## config.mk

```make
export PLATFORM = sky130hd
export DESIGN_NAME = binary_majority_filter_3x3_unit
export DESIGN_NICKNAME = d
export VERILOG_FILES = /design/src/rtl/bmf3_pkg.sv /design/src/rtl/binary_majority_filter_3x3_unit.sv /design/src/rtl/bmf3_line_store.sv /design/src/rtl/bmf3_position.sv /design/src/rtl/bmf3_window.sv
export SDC_FILE = /design/constraint.sdc
export NUM_CORES = 2
export LEC_CHECK = 0
export BUFFER_PORTS_ARGS = -buffer_cell sky130_fd_sc_hd__buf_4
export CAP_MARGIN = 0
export CORE_AREA = 2 2 609 611
export CTS_CLUSTER_SIZE = 40
export DETAILED_ROUTE_END_ITERATION = 8
export DIE_AREA = 0 0 611 613
export PLACE_DENSITY_LB_ADDON = 0.2
export SYNTH_ARGS = -nofsm -noshare
export SYNTH_HDL_FRONTEND = slang
export SYNTH_HIERARCHICAL = 1
export SYNTH_SLANG_ARGS = --single-unit
```

## constraint.sdc

```tcl
create_clock -name clk -period 26 [get_ports clk]
set_input_delay 3.9 -clock clk [delete_from_list [all_inputs] [get_ports clk]]
set_output_delay 3.9 -clock clk [all_outputs]
set_load 0.05 [all_outputs]
```

## src/rtl/bmf3_pkg.sv

```systemverilog
`default_nettype none
package bmf3_pkg;

	localparam int CFG_W         = 11;
	localparam int ROW_W         = 10;
	localparam int OUT_COORD_W   = 10;
	localparam int PIX_W         = 8;
	localparam int CFG_IDX_W     = 2;
	localparam int DEF_MAX_WIDTH = 1024;
	localparam int HEIGHT_LIMIT  = 1024;
	localparam int MIN_DIM       = 3;
	localparam int WIN_SIZE      = 9;
	localparam int MAJORITY      = 5;
	localparam int TDATA_OUT_W   = 32;

	localparam logic [CFG_W-1:0] RST_FRAME_WIDTH  = 11'd640;
	localparam logic [CFG_W-1:0] RST_FRAME_HEIGHT = 11'd480;

	localparam logic [PIX_W-1:0] PIX_WHITE = 8'd255;
	localparam logic [PIX_W-1:0] PIX_BLACK = 8'd0;

	typedef enum logic [CFG_IDX_W-1:0] {
		REG_FRAME_WIDTH  = 2'd0,
		REG_FRAME_HEIGHT = 2'd1
	} cfg_reg_t;

	typedef struct packed {
		logic                   emit;
		logic                   interior;
		logic                   last;
		logic [OUT_COORD_W-1:0] row;
		logic [OUT_COORD_W-1:0] col;
	} pos_t;

endpackage
`default_nettype wire

```

## src/rtl/binary_majority_filter_3x3_unit.sv

```systemverilog
// 3x3 binary majority filter on a raster pixel stream.
// s_* channel: one pixel per transaction, s_tuser marks the first pixel of
// a frame. m_* channel: one filtered centre pixel with its row and column;
// m_tlast flags the centre at (height-2, width-2). Pixels in row 0 or
// column 0 of the image produce no transaction; border centres give 0.
// cfg_we/cfg_index/cfg_data write frame_width (0) and frame_height (1); the user
// must write only while the block is idle; the block does not enforce this.
// Throughput: one pixel per clock while m_tready is high; the line store has a
// read and a write port, read when a pixel is taken and written when it leaves
// the middle stage. Pipeline: a taken pixel is held in the middle stage beside
// the line store read register, then in the output register that drives m_*.
// Reset: size registers go to 640 x 480, position and window clear; the
// line stores are not cleared and hold stale rows until written.
// Stall: m_* holds its transaction, one more pixel is held in the middle
// stage, then s_tready drops until m_tready returns.
`default_nettype none
module binary_majority_filter_3x3_unit #(
	parameter int MAX_WIDTH = bmf3_pkg::DEF_MAX_WIDTH
) (
	input  wire logic                                 clk,
	input  wire logic                                 arst_n,
	input  wire logic                                 cfg_we,
	input  wire logic [bmf3_pkg::CFG_IDX_W-1:0]       cfg_index,
	input  wire logic [bmf3_pkg::CFG_W-1:0]           cfg_data,
	input  wire logic                                 s_tvalid,
	output logic                                      s_tready,
	input  wire logic [7:0]                           s_tdata,  // pixel_value
	input  wire logic                                 s_tuser,  // frame_start
	output logic                                      m_tvalid,
	input  wire logic                                 m_tready,
	// filtered_pixel, out_row, out_col, zero fill
	output logic      [bmf3_pkg::TDATA_OUT_W-1:0]     m_tdata,
	output logic                                      m_tlast   // frame_last
);

	localparam int COL_W = $clog2(MAX_WIDTH);

	logic                       accept;
	logic                       s1_adv;
	bmf3_pkg::pos_t             pos;
	logic [COL_W-1:0]           addr;
	logic [1:0]                 rd_data;
	logic [bmf3_pkg::PIX_W-1:0] filtered;

	logic                       valid_s1;
	logic                       pix_s1;
	bmf3_pkg::pos_t             pos_s1;
	logic [COL_W-1:0]           addr_s1;

	logic                       valid_s2;
	logic [bmf3_pkg::PIX_W-1:0] pixel_s2;
	logic [bmf3_pkg::OUT_COORD_W-1:0] row_s2, col_s2;
	logic                       last_s2;

	assign s1_adv   = valid_s1 && (!valid_s2 || m_tready);
	assign s_tready = !valid_s1 || s1_adv;
	assign accept   = s_tvalid && s_tready;

	bmf3_position #(
		.MAX_WIDTH (MAX_WIDTH),
		.COL_W     (COL_W)
	) u_position (
		.clk         (clk),
		.arst_n      (arst_n),
		.cfg_we      (cfg_we),
		.cfg_index   (cfg_index),
		.cfg_data    (cfg_data),
		.advance     (accept),
		.frame_start (s_tuser),
		.pos         (pos),
		.addr        (addr)
	);

	bmf3_line_store #(
		.DEPTH  (MAX_WIDTH),
		.ADDR_W (COL_W)
	) u_line_store (
		.clk     (clk),
		.rd_en   (accept),
		.rd_addr (addr),
		.rd_data (rd_data),
		.wr_en   (s1_adv),
		.wr_addr (addr_s1),
		.wr_data ({rd_data[0], pix_s1})
	);

	bmf3_window u_window (
		.clk      (clk),
		.arst_n   (arst_n),
		.advance  (s1_adv),
		.up       (rd_data[1]),
		.lo       (rd_data[0]),
		.pix      (pix_s1),
		.interior (pos_s1.interior),
		.filtered (filtered)
	);

	always_ff @(posedge clk or negedge arst_n) begin
		if (!arst_n) begin
			valid_s1 <= 1'b0;
		end else if (s_tready) begin
			valid_s1 <= s_tvalid;
		end
	end

	always_ff @(posedge clk) begin
		if (accept) begin
			pix_s1  <= (s_tdata != '0);
			pos_s1  <= pos;
			addr_s1 <= addr;
		end
	end

	always_ff @(posedge clk or negedge arst_n) begin
		if (!arst_n) begin
			valid_s2 <= 1'b0;
		end else if (s1_adv) begin
			valid_s2 <= pos_s1.emit;
		end else if (m_tready) begin
			valid_s2 <= 1'b0;
		end
	end

	always_ff @(posedge clk) begin
		if (s1_adv) begin
			pixel_s2 <= filtered;
			row_s2   <= pos_s1.row;
			col_s2   <= pos_s1.col;
			last_s2  <= pos_s1.last;
		end
	end

	assign m_tvalid = valid_s2;
	assign m_tlast  = last_s2;
	assign m_tdata  = {{(bmf3_pkg::TDATA_OUT_W - bmf3_pkg::PIX_W
		- 2 * bmf3_pkg::OUT_COORD_W){1'b0}}, col_s2, row_s2, pixel_s2};

	a_stall_blocks_input: assert property (@(posedge clk) disable iff (!arst_n)
		valid_s1 && valid_s2 && !m_tready |-> !s_tready)
		else $error("input taken while middle stage is stalled");

	a_binary_output: assert property (@(posedge clk) disable iff (!arst_n)
		m_tvalid |-> (m_tdata[7:0] == 8'd0 || m_tdata[7:0] == 8'd255))
		else $error("filtered pixel not black or white");

	a_border_black: assert property (@(posedge clk) disable iff (!arst_n)
		m_tvalid && (m_tdata[17:8] == 10'd0 || m_tdata[27:18] == 10'd0)
		|-> m_tdata[7:0] == 8'd0)
		else $error("border centre not black");

	a_no_skip_on_advance: assert property (@(posedge clk) disable iff (!arst_n)
		s1_adv && pos_s1.emit |=> m_tvalid)
		else $error("emitted centre lost");

endmodule
`default_nettype wire

```

## src/rtl/bmf3_line_store.sv

```systemverilog
`default_nettype none
module bmf3_line_store #(
	parameter int DEPTH  = bmf3_pkg::DEF_MAX_WIDTH,
	parameter int ADDR_W = $clog2(DEPTH)
) (
	input  wire logic              clk,
	input  wire logic              rd_en,
	input  wire logic [ADDR_W-1:0] rd_addr,
	output logic      [1:0]        rd_data,
	input  wire logic              wr_en,
	input  wire logic [ADDR_W-1:0] wr_addr,
	input  wire logic [1:0]        wr_data
);

	// bit 1: row r-2, bit 0: row r-1
	logic [1:0] mem [DEPTH];
	logic [1:0] rd_q;

	always_ff @(posedge clk) begin
		if (wr_en) begin
			mem[wr_addr] <= wr_data;
		end
	end

	// write-first so a repeated column sees the value just written
	always_ff @(posedge clk) begin
		if (rd_en) begin
			if (wr_en && (wr_addr == rd_addr)) begin
				rd_q <= wr_data;
			end else begin
				rd_q <= mem[rd_addr];
			end
		end
	end

	assign rd_data = rd_q;

endmodule
`default_nettype wire

```

## src/rtl/bmf3_position.sv

```systemverilog
`default_nettype none
module bmf3_position #(
	parameter int MAX_WIDTH = bmf3_pkg::DEF_MAX_WIDTH,
	parameter int COL_W     = $clog2(MAX_WIDTH)
) (
	input  wire logic                                 clk,
	input  wire logic                                 arst_n,
	input  wire logic                                 cfg_we,
	input  wire logic [bmf3_pkg::CFG_IDX_W-1:0]       cfg_index,
	input  wire logic [bmf3_pkg::CFG_W-1:0]           cfg_data,
	input  wire logic                                 advance,
	input  wire logic                                 frame_start,
	output bmf3_pkg::pos_t                            pos,
	output logic      [COL_W-1:0]                     addr
);

	localparam int CMP_W = (COL_W + 1 > bmf3_pkg::CFG_W) ? COL_W + 1 : bmf3_pkg::CFG_W;
	localparam int RW    = bmf3_pkg::ROW_W + 1;

	logic [bmf3_pkg::CFG_W-1:0] width_q, height_q;
	logic [COL_W-1:0]           col_q;
	logic [bmf3_pkg::ROW_W-1:0] row_q;

	logic [CMP_W-1:0] w, c0, c1, cn, c1m;
	logic [RW-1:0]    h, r0, r1, r2, rn, r2m;
	logic [CMP_W-1:0] w_cfg;

	always_ff @(posedge clk or negedge arst_n) begin
		if (!arst_n) begin
			width_q  <= bmf3_pkg::RST_FRAME_WIDTH;
			height_q <= bmf3_pkg::RST_FRAME_HEIGHT;
		end else if (cfg_we) begin
			unique case (cfg_index)
				bmf3_pkg::REG_FRAME_WIDTH:  width_q  <= cfg_data;
				bmf3_pkg::REG_FRAME_HEIGHT: height_q <= cfg_data;
				default: ;
			endcase
		end
	end

	always_comb begin
		w_cfg = CMP_W'(width_q);
		if (w_cfg < CMP_W'(bmf3_pkg::MIN_DIM)) begin
			w = CMP_W'(bmf3_pkg::MIN_DIM);
		end else if (w_cfg > CMP_W'(MAX_WIDTH)) begin
			w = CMP_W'(MAX_WIDTH);
		end else begin
			w = w_cfg;
		end
		if (height_q < RW'(bmf3_pkg::MIN_DIM)) begin
			h = RW'(bmf3_pkg::MIN_DIM);
		end else if (height_q > RW'(bmf3_pkg::HEIGHT_LIMIT)) begin
			h = RW'(bmf3_pkg::HEIGHT_LIMIT);
		end else begin
			h = height_q;
		end

		c0 = frame_start ? '0 : CMP_W'(col_q);
		r0 = frame_start ? '0 : RW'(row_q);
		if (c0 >= w) begin
			c1 = '0;
			r1 = r0 + RW'(1);
		end else begin
			c1 = c0;
			r1 = r0;
		end
		r2 = (r1 >= h) ? '0 : r1;

		cn = c1 + CMP_W'(1);
		rn = r2;
		if (cn >= w) begin
			cn = '0;
			rn = r2 + RW'(1);
			if (rn >= h) begin
				rn = '0;
			end
		end

		c1m = c1 - CMP_W'(1);
		r2m = r2 - RW'(1);
		pos.emit     = (r2 >= RW'(1)) && (c1 >= CMP_W'(1));
		pos.interior = (r2 >= RW'(2)) && (c1 >= CMP_W'(2));
		pos.last     = (r2 == h - RW'(1)) && (c1 == w - CMP_W'(1));
		pos.row      = r2m[bmf3_pkg::OUT_COORD_W-1:0];
		pos.col      = c1m[bmf3_pkg::OUT_COORD_W-1:0];
		addr         = c1[COL_W-1:0];
	end

	always_ff @(posedge clk or negedge arst_n) begin
		if (!arst_n) begin
			col_q <= '0;
			row_q <= '0;
		end else if (advance) begin
			col_q <= cn[COL_W-1:0];
			row_q <= rn[bmf3_pkg::ROW_W-1:0];
		end
	end

endmodule
`default_nettype wire

```

## src/rtl/bmf3_window.sv

```systemverilog
`default_nettype none
module bmf3_window (
	input  wire logic                          clk,
	input  wire logic                          arst_n,
	input  wire logic                          advance,
	input  wire logic                          up,
	input  wire logic                          lo,
	input  wire logic                          pix,
	input  wire logic                          interior,
	output logic      [bmf3_pkg::PIX_W-1:0]    filtered
);

	logic [bmf3_pkg::WIN_SIZE-1:0] window_q;
	logic [bmf3_pkg::WIN_SIZE-1:0] window_next;
	logic [3:0]                    whites;

	assign window_next = {window_q[bmf3_pkg::WIN_SIZE-4:0], up, lo, pix};
	assign whites      = 4'($countones(window_next));

	always_ff @(posedge clk or negedge arst_n) begin
		if (!arst_n) begin
			window_q <= '0;
		end else if (advance) begin
			window_q <= window_next;
		end
	end

	// fewer than five black means at least five white
	assign filtered = (interior && whites >= 4'(bmf3_pkg::MAJORITY)) ?
		bmf3_pkg::PIX_WHITE : bmf3_pkg::PIX_BLACK;

endmodule
`default_nettype wire
```

==> run summary <==
The run finished with clean final reports. The power share of the combinational group was 17.2%; the final routed DRC violation total was 0. In this run, synthesis inferred 2,113 flip-flops with an integrated enable. The die covers 375,000 um^2. Summed over all failing endpoints, the final setup total negative slack is 0 ps.

The tools report the signal arrival time at the worst endpoint as 12,240 ps. The tools report the launching point of the worst reg2reg path as u_position/w_cfg[3]. In this run, synthesis produced a sequential element count of 2,163. The most used flip-flop cell after synthesis is edfxtp_1.

The maximum operating frequency is 0.0862 GHz, and the final-report max-slew violation count is 0. Counting every sink on the clock net gives 2,163. During I/O placement, the number of pins put on the boundary was 62. By area the synthesized netlist is led by edfxtp_1, mux4_2, nor2_1. The post-route clock skew was 111 ps; the initial DRC count was 6,162.

Of the post-synthesis cell area, the dominant cell type holds 69.2%. Detailed placement finished with a half-perimeter wire length of 176 mm. The most common cell in the synthesized netlist is edfxtp_1.

The insertion delay of the later-clocked pin in the worst-skew pair was 940 ps. The proportion of register bits with asynchronous set or reset after synthesis is 2.31%, and the cts-stage hold buffer count is 0. STA puts the critical path data required time at 26,640 ps. Routability-driven placement finished with a final weighted congestion of 0.797. Of the available clock period, the critical path in the final layout requires 44.6%. The first global-routing pass estimated 431 mm of wire. In this run, distinct cell masters in the synthesized netlist total 98.

For this design, the slowest cell found on the critical path is buf_4. Registers are responsible for 45.9% of the overall power. The number of warnings printed during yosys synthesis was 6. The largest buffer count on any clock path is 4. From synthesis to final layout, the design area changed by 14.4%.

The worst setup path is of the in2reg kind. The initial utilization of the core area, before any placement, comes to 24.9%. STA classifies the critical path startpoint as a primary input. Synthesis produced a netlist whose cell count is 5,588. For the pin count of the biggest net entering global routing, the log shows 231. The clock network is responsible for 36.9% of the overall power. Traced cell by cell, the critical path runs through buf_4, inv_1, nand2_1, inv_1, ha_1, a211oi_1, o21ai_0, or2_1, o21ai_1, nand2_1, inv_8, buf_4, buf_4, buf_4, buf_4, mux4_1, mux4_2, nand3_1, and3_1, nand4_1, a31oi_1, or4_1, o211ai_1. The buffer and inverter count on the worst path was 8. Overall global routing resource usage: 16.2%.

The tools report the placeable core area as 368,000 um^2. The worst hold margin came out at 417 ps. After detailed placement, the total cell area comes to 97,500 um^2. Dividing the detail-routed wire length by the instance count gives 29.1 um. The total number of nets in the final design is 5,704, and the die height is 613 um.

Worst hold-check path type: reg2reg. The count of H-tree levels built during CTS was 4. The multi-input combinational cells in the finished layout cover a total of 24,800 um^2.

The worst-case IR drop observed on VDD is 0.0589 mV. The clock transition at the register clock pins on the worst setup and hold paths after CTS came out at 60 ps. Number of antenna violations at the first check in global routing: 27.

Net switching is 27.7% of the power. For this block, the routed nets add up to 311 mm of wire. The highest fanout seen on the critical path was 54; the post-cts gate resize count was 0. The run gives 0 as the number of failing hold endpoints at the final stage.

The tree is rooted in a clkbuf_16. The total number of vias was 52,600; the switching power was 2430 uW. The remaining global-route overflow is 0, and the slew of the pin with the lowest slew margin is 1300 ps.

Via count of the first global-routing pass: 53,300. The first element of the critical path was s_tuser. The finished cells cover 105,000 um^2. The number of rows in the core area was 223; the post-layout minimum cycle time was 11,600 ps. By count the netlist is led by edfxtp_1, nor2_1, mux4_2.

Internal power comes to 6350 uW. For the part of the Yosys area used for sequential elements, the log shows 70.6%. The number of clock buffers added by TritonCTS is 239.

The max-capacitance violation count came out at 0. The total of fill cells in the finished design was 36,600; the worst relative slew slack was 13.3%. Cell class contributing the biggest share of worst-path delay: buffers and inverters.

The die is 611 um wide. Summed over all cells, the static leakage comes to 0.0310 uW. The biggest area contributor in the post-synthesis netlist is edfxtp_1.

The post-detailed-route via-to-cell ratio was 4.94. The first detailed-routing pass ran for 7 iterations. TritonCTS built the clock tree.

The number of buffers inserted by port buffering was 57. Total power for the finished layout comes to 8780 uW. Cells with a size suffix above 1 make up 19.4% of the layout. Setup repair after global routing left no endpoint under its margin.

The delay of the slowest critical-path stage is 690 ps. The power density relative to cell area is 83.7 nW/um^2. The dominant cell type by count on the critical path is buf_4. Worst hold path startpoint: pos_s1[10]. The tools report the buffers inserted during post-CTS setup optimization as 0. The count of nets left with antenna violations once routing finished came out at 0. In this run the cell area of the synthesized design comes to 91,700 um^2.

The tools report the critical path endpoint category as a flip-flop. The flip-flop and latch area is 64,700 um^2, and the number of failing setup endpoints in the final timing report is 0. Averaged over all synthesized cells, the footprint is 16.4 um^2.
==> layout make-up <==
cell class / instances / share of cell area, %
multi-input combinational: 2928 / 23.6
tap: 4837 / 5.77
timing repair buffer: 226 / 1.70
inverter: 58 / 0.228
sequential: 2163 / 61.7
clock buffer: 301 / 5.97
clock inverter: 139 / 1.02
antenna: 6 / 0.0143
==> flip-flops by register name, summed over array words and instances, names as in the netlist, 2 cells and up <==
name	flops
addr_s1	10
col_s2	10
pixel_s2	8
pos_s1	23
row_s2	10
u_line_store/mem	2048
u_line_store/rd_data	2
u_position/col_q	10
u_position/height_q	11
u_position/row_q	10
u_position/w_cfg	11
u_window/window_q	6
==> power groups by stage <==
stage	logic (uW)	registers, uW	clock network [uW]
after floorplan	991	4310	0
after global placement	1520	4100	0
after detailed placement	1530	4100	0
after CTS	1540	4030	3310
after global routing	1630	4030	3440
final	1510	4030	3240
==> kinds of logic (layout without fill, tap and decap cells) <==
| family | count (synthesis) | after routing | share of synthesized area [%] |
|---|---|---|---|
| AOI/OAI and AO/OA | 516 | 516 | 3.96 |
| buffers and inverters | 500 | 724 | 2.94 |
| muxes | 678 | 678 | 13.7 |
| xor gates and xnor gates | 59 | 59 | 0.564 |
| and+or+nand+nor | 1610 | 1610 | 7.40 |
| DFF | 2163 | 2163 | 70.6 |
| adders and majority gates | 61 | 61 | 0.874 |
| other | 1 | 10 | 0.00409 |
==> per-layer routing <==
metal	track usage (%)	share of wire [%]	vias to the layer above
met5	0	0.0087	-
met3	2.90	7.6	384
met4	3.88	2.3	4
met1	22.9	44	28200
li1	-	-	21900
met2	25.8	46	2169
==> path summary, 6_finish.rpt <==
path,endpoint,slack [ps],depth (start not counted)
setup / recovery,u_line_store/rd_data[1],14400,23
hold / removal,row_s2[0],420,0
setup reg to reg,u_line_store/rd_data[1],16840,22
hold reg to reg,row_s2[0],420,0
max in group asynchronous,u_position/w_cfg[8],22380,1
min in group asynchronous,u_position/row_q[6],3100,1
==> cell usage in the layout, fill, tap and decap left out, types with 9 or more instances in the layout <==
cell type / n
a211oi_1: 17
a21oi_1: 103
a221oi_1: 12
a22o_1: 10
a22oi_1: 81
a31oi_1: 20
and3_1: 18
buf_4: 220
bufinv_16: 10
clkbuf_1: 59
clkbuf_16: 241
clkinv_1: 60
clkinv_2: 50
dfrtp_1: 44
edfxtp_1: 2113
ha_1: 56
inv_1: 51
mux2_2: 38
mux2i_1: 185
mux4_2: 444
nand2_1: 190
nand2b_1: 14
nand3_1: 56
nand3_4: 24
nand4_1: 20
nor2_1: 1090
nor2b_1: 22
nor3_1: 57
nor4_1: 25
o211ai_1: 9
o21a_1: 10
o21ai_0: 50
o21ai_1: 9
o221ai_1: 61
o22ai_1: 48
xnor2_1: 51
==> stage by stage <==
step | util [%] | instances | setup WS (ps)
6_report | 28.5 | 10700 | 14400
5_1_grt | 28.5 | 10700 | 13730
4_1_cts | 28.5 | 10700 | 14360
3_5_place_dp | 26.5 | 10200 | 13330
3_3_place_gp | 26.5 | 10200 | 13450
2_1_floorplan | - | 5591 | 9050
Note: power is estimated with default switching activity, not from simulation.
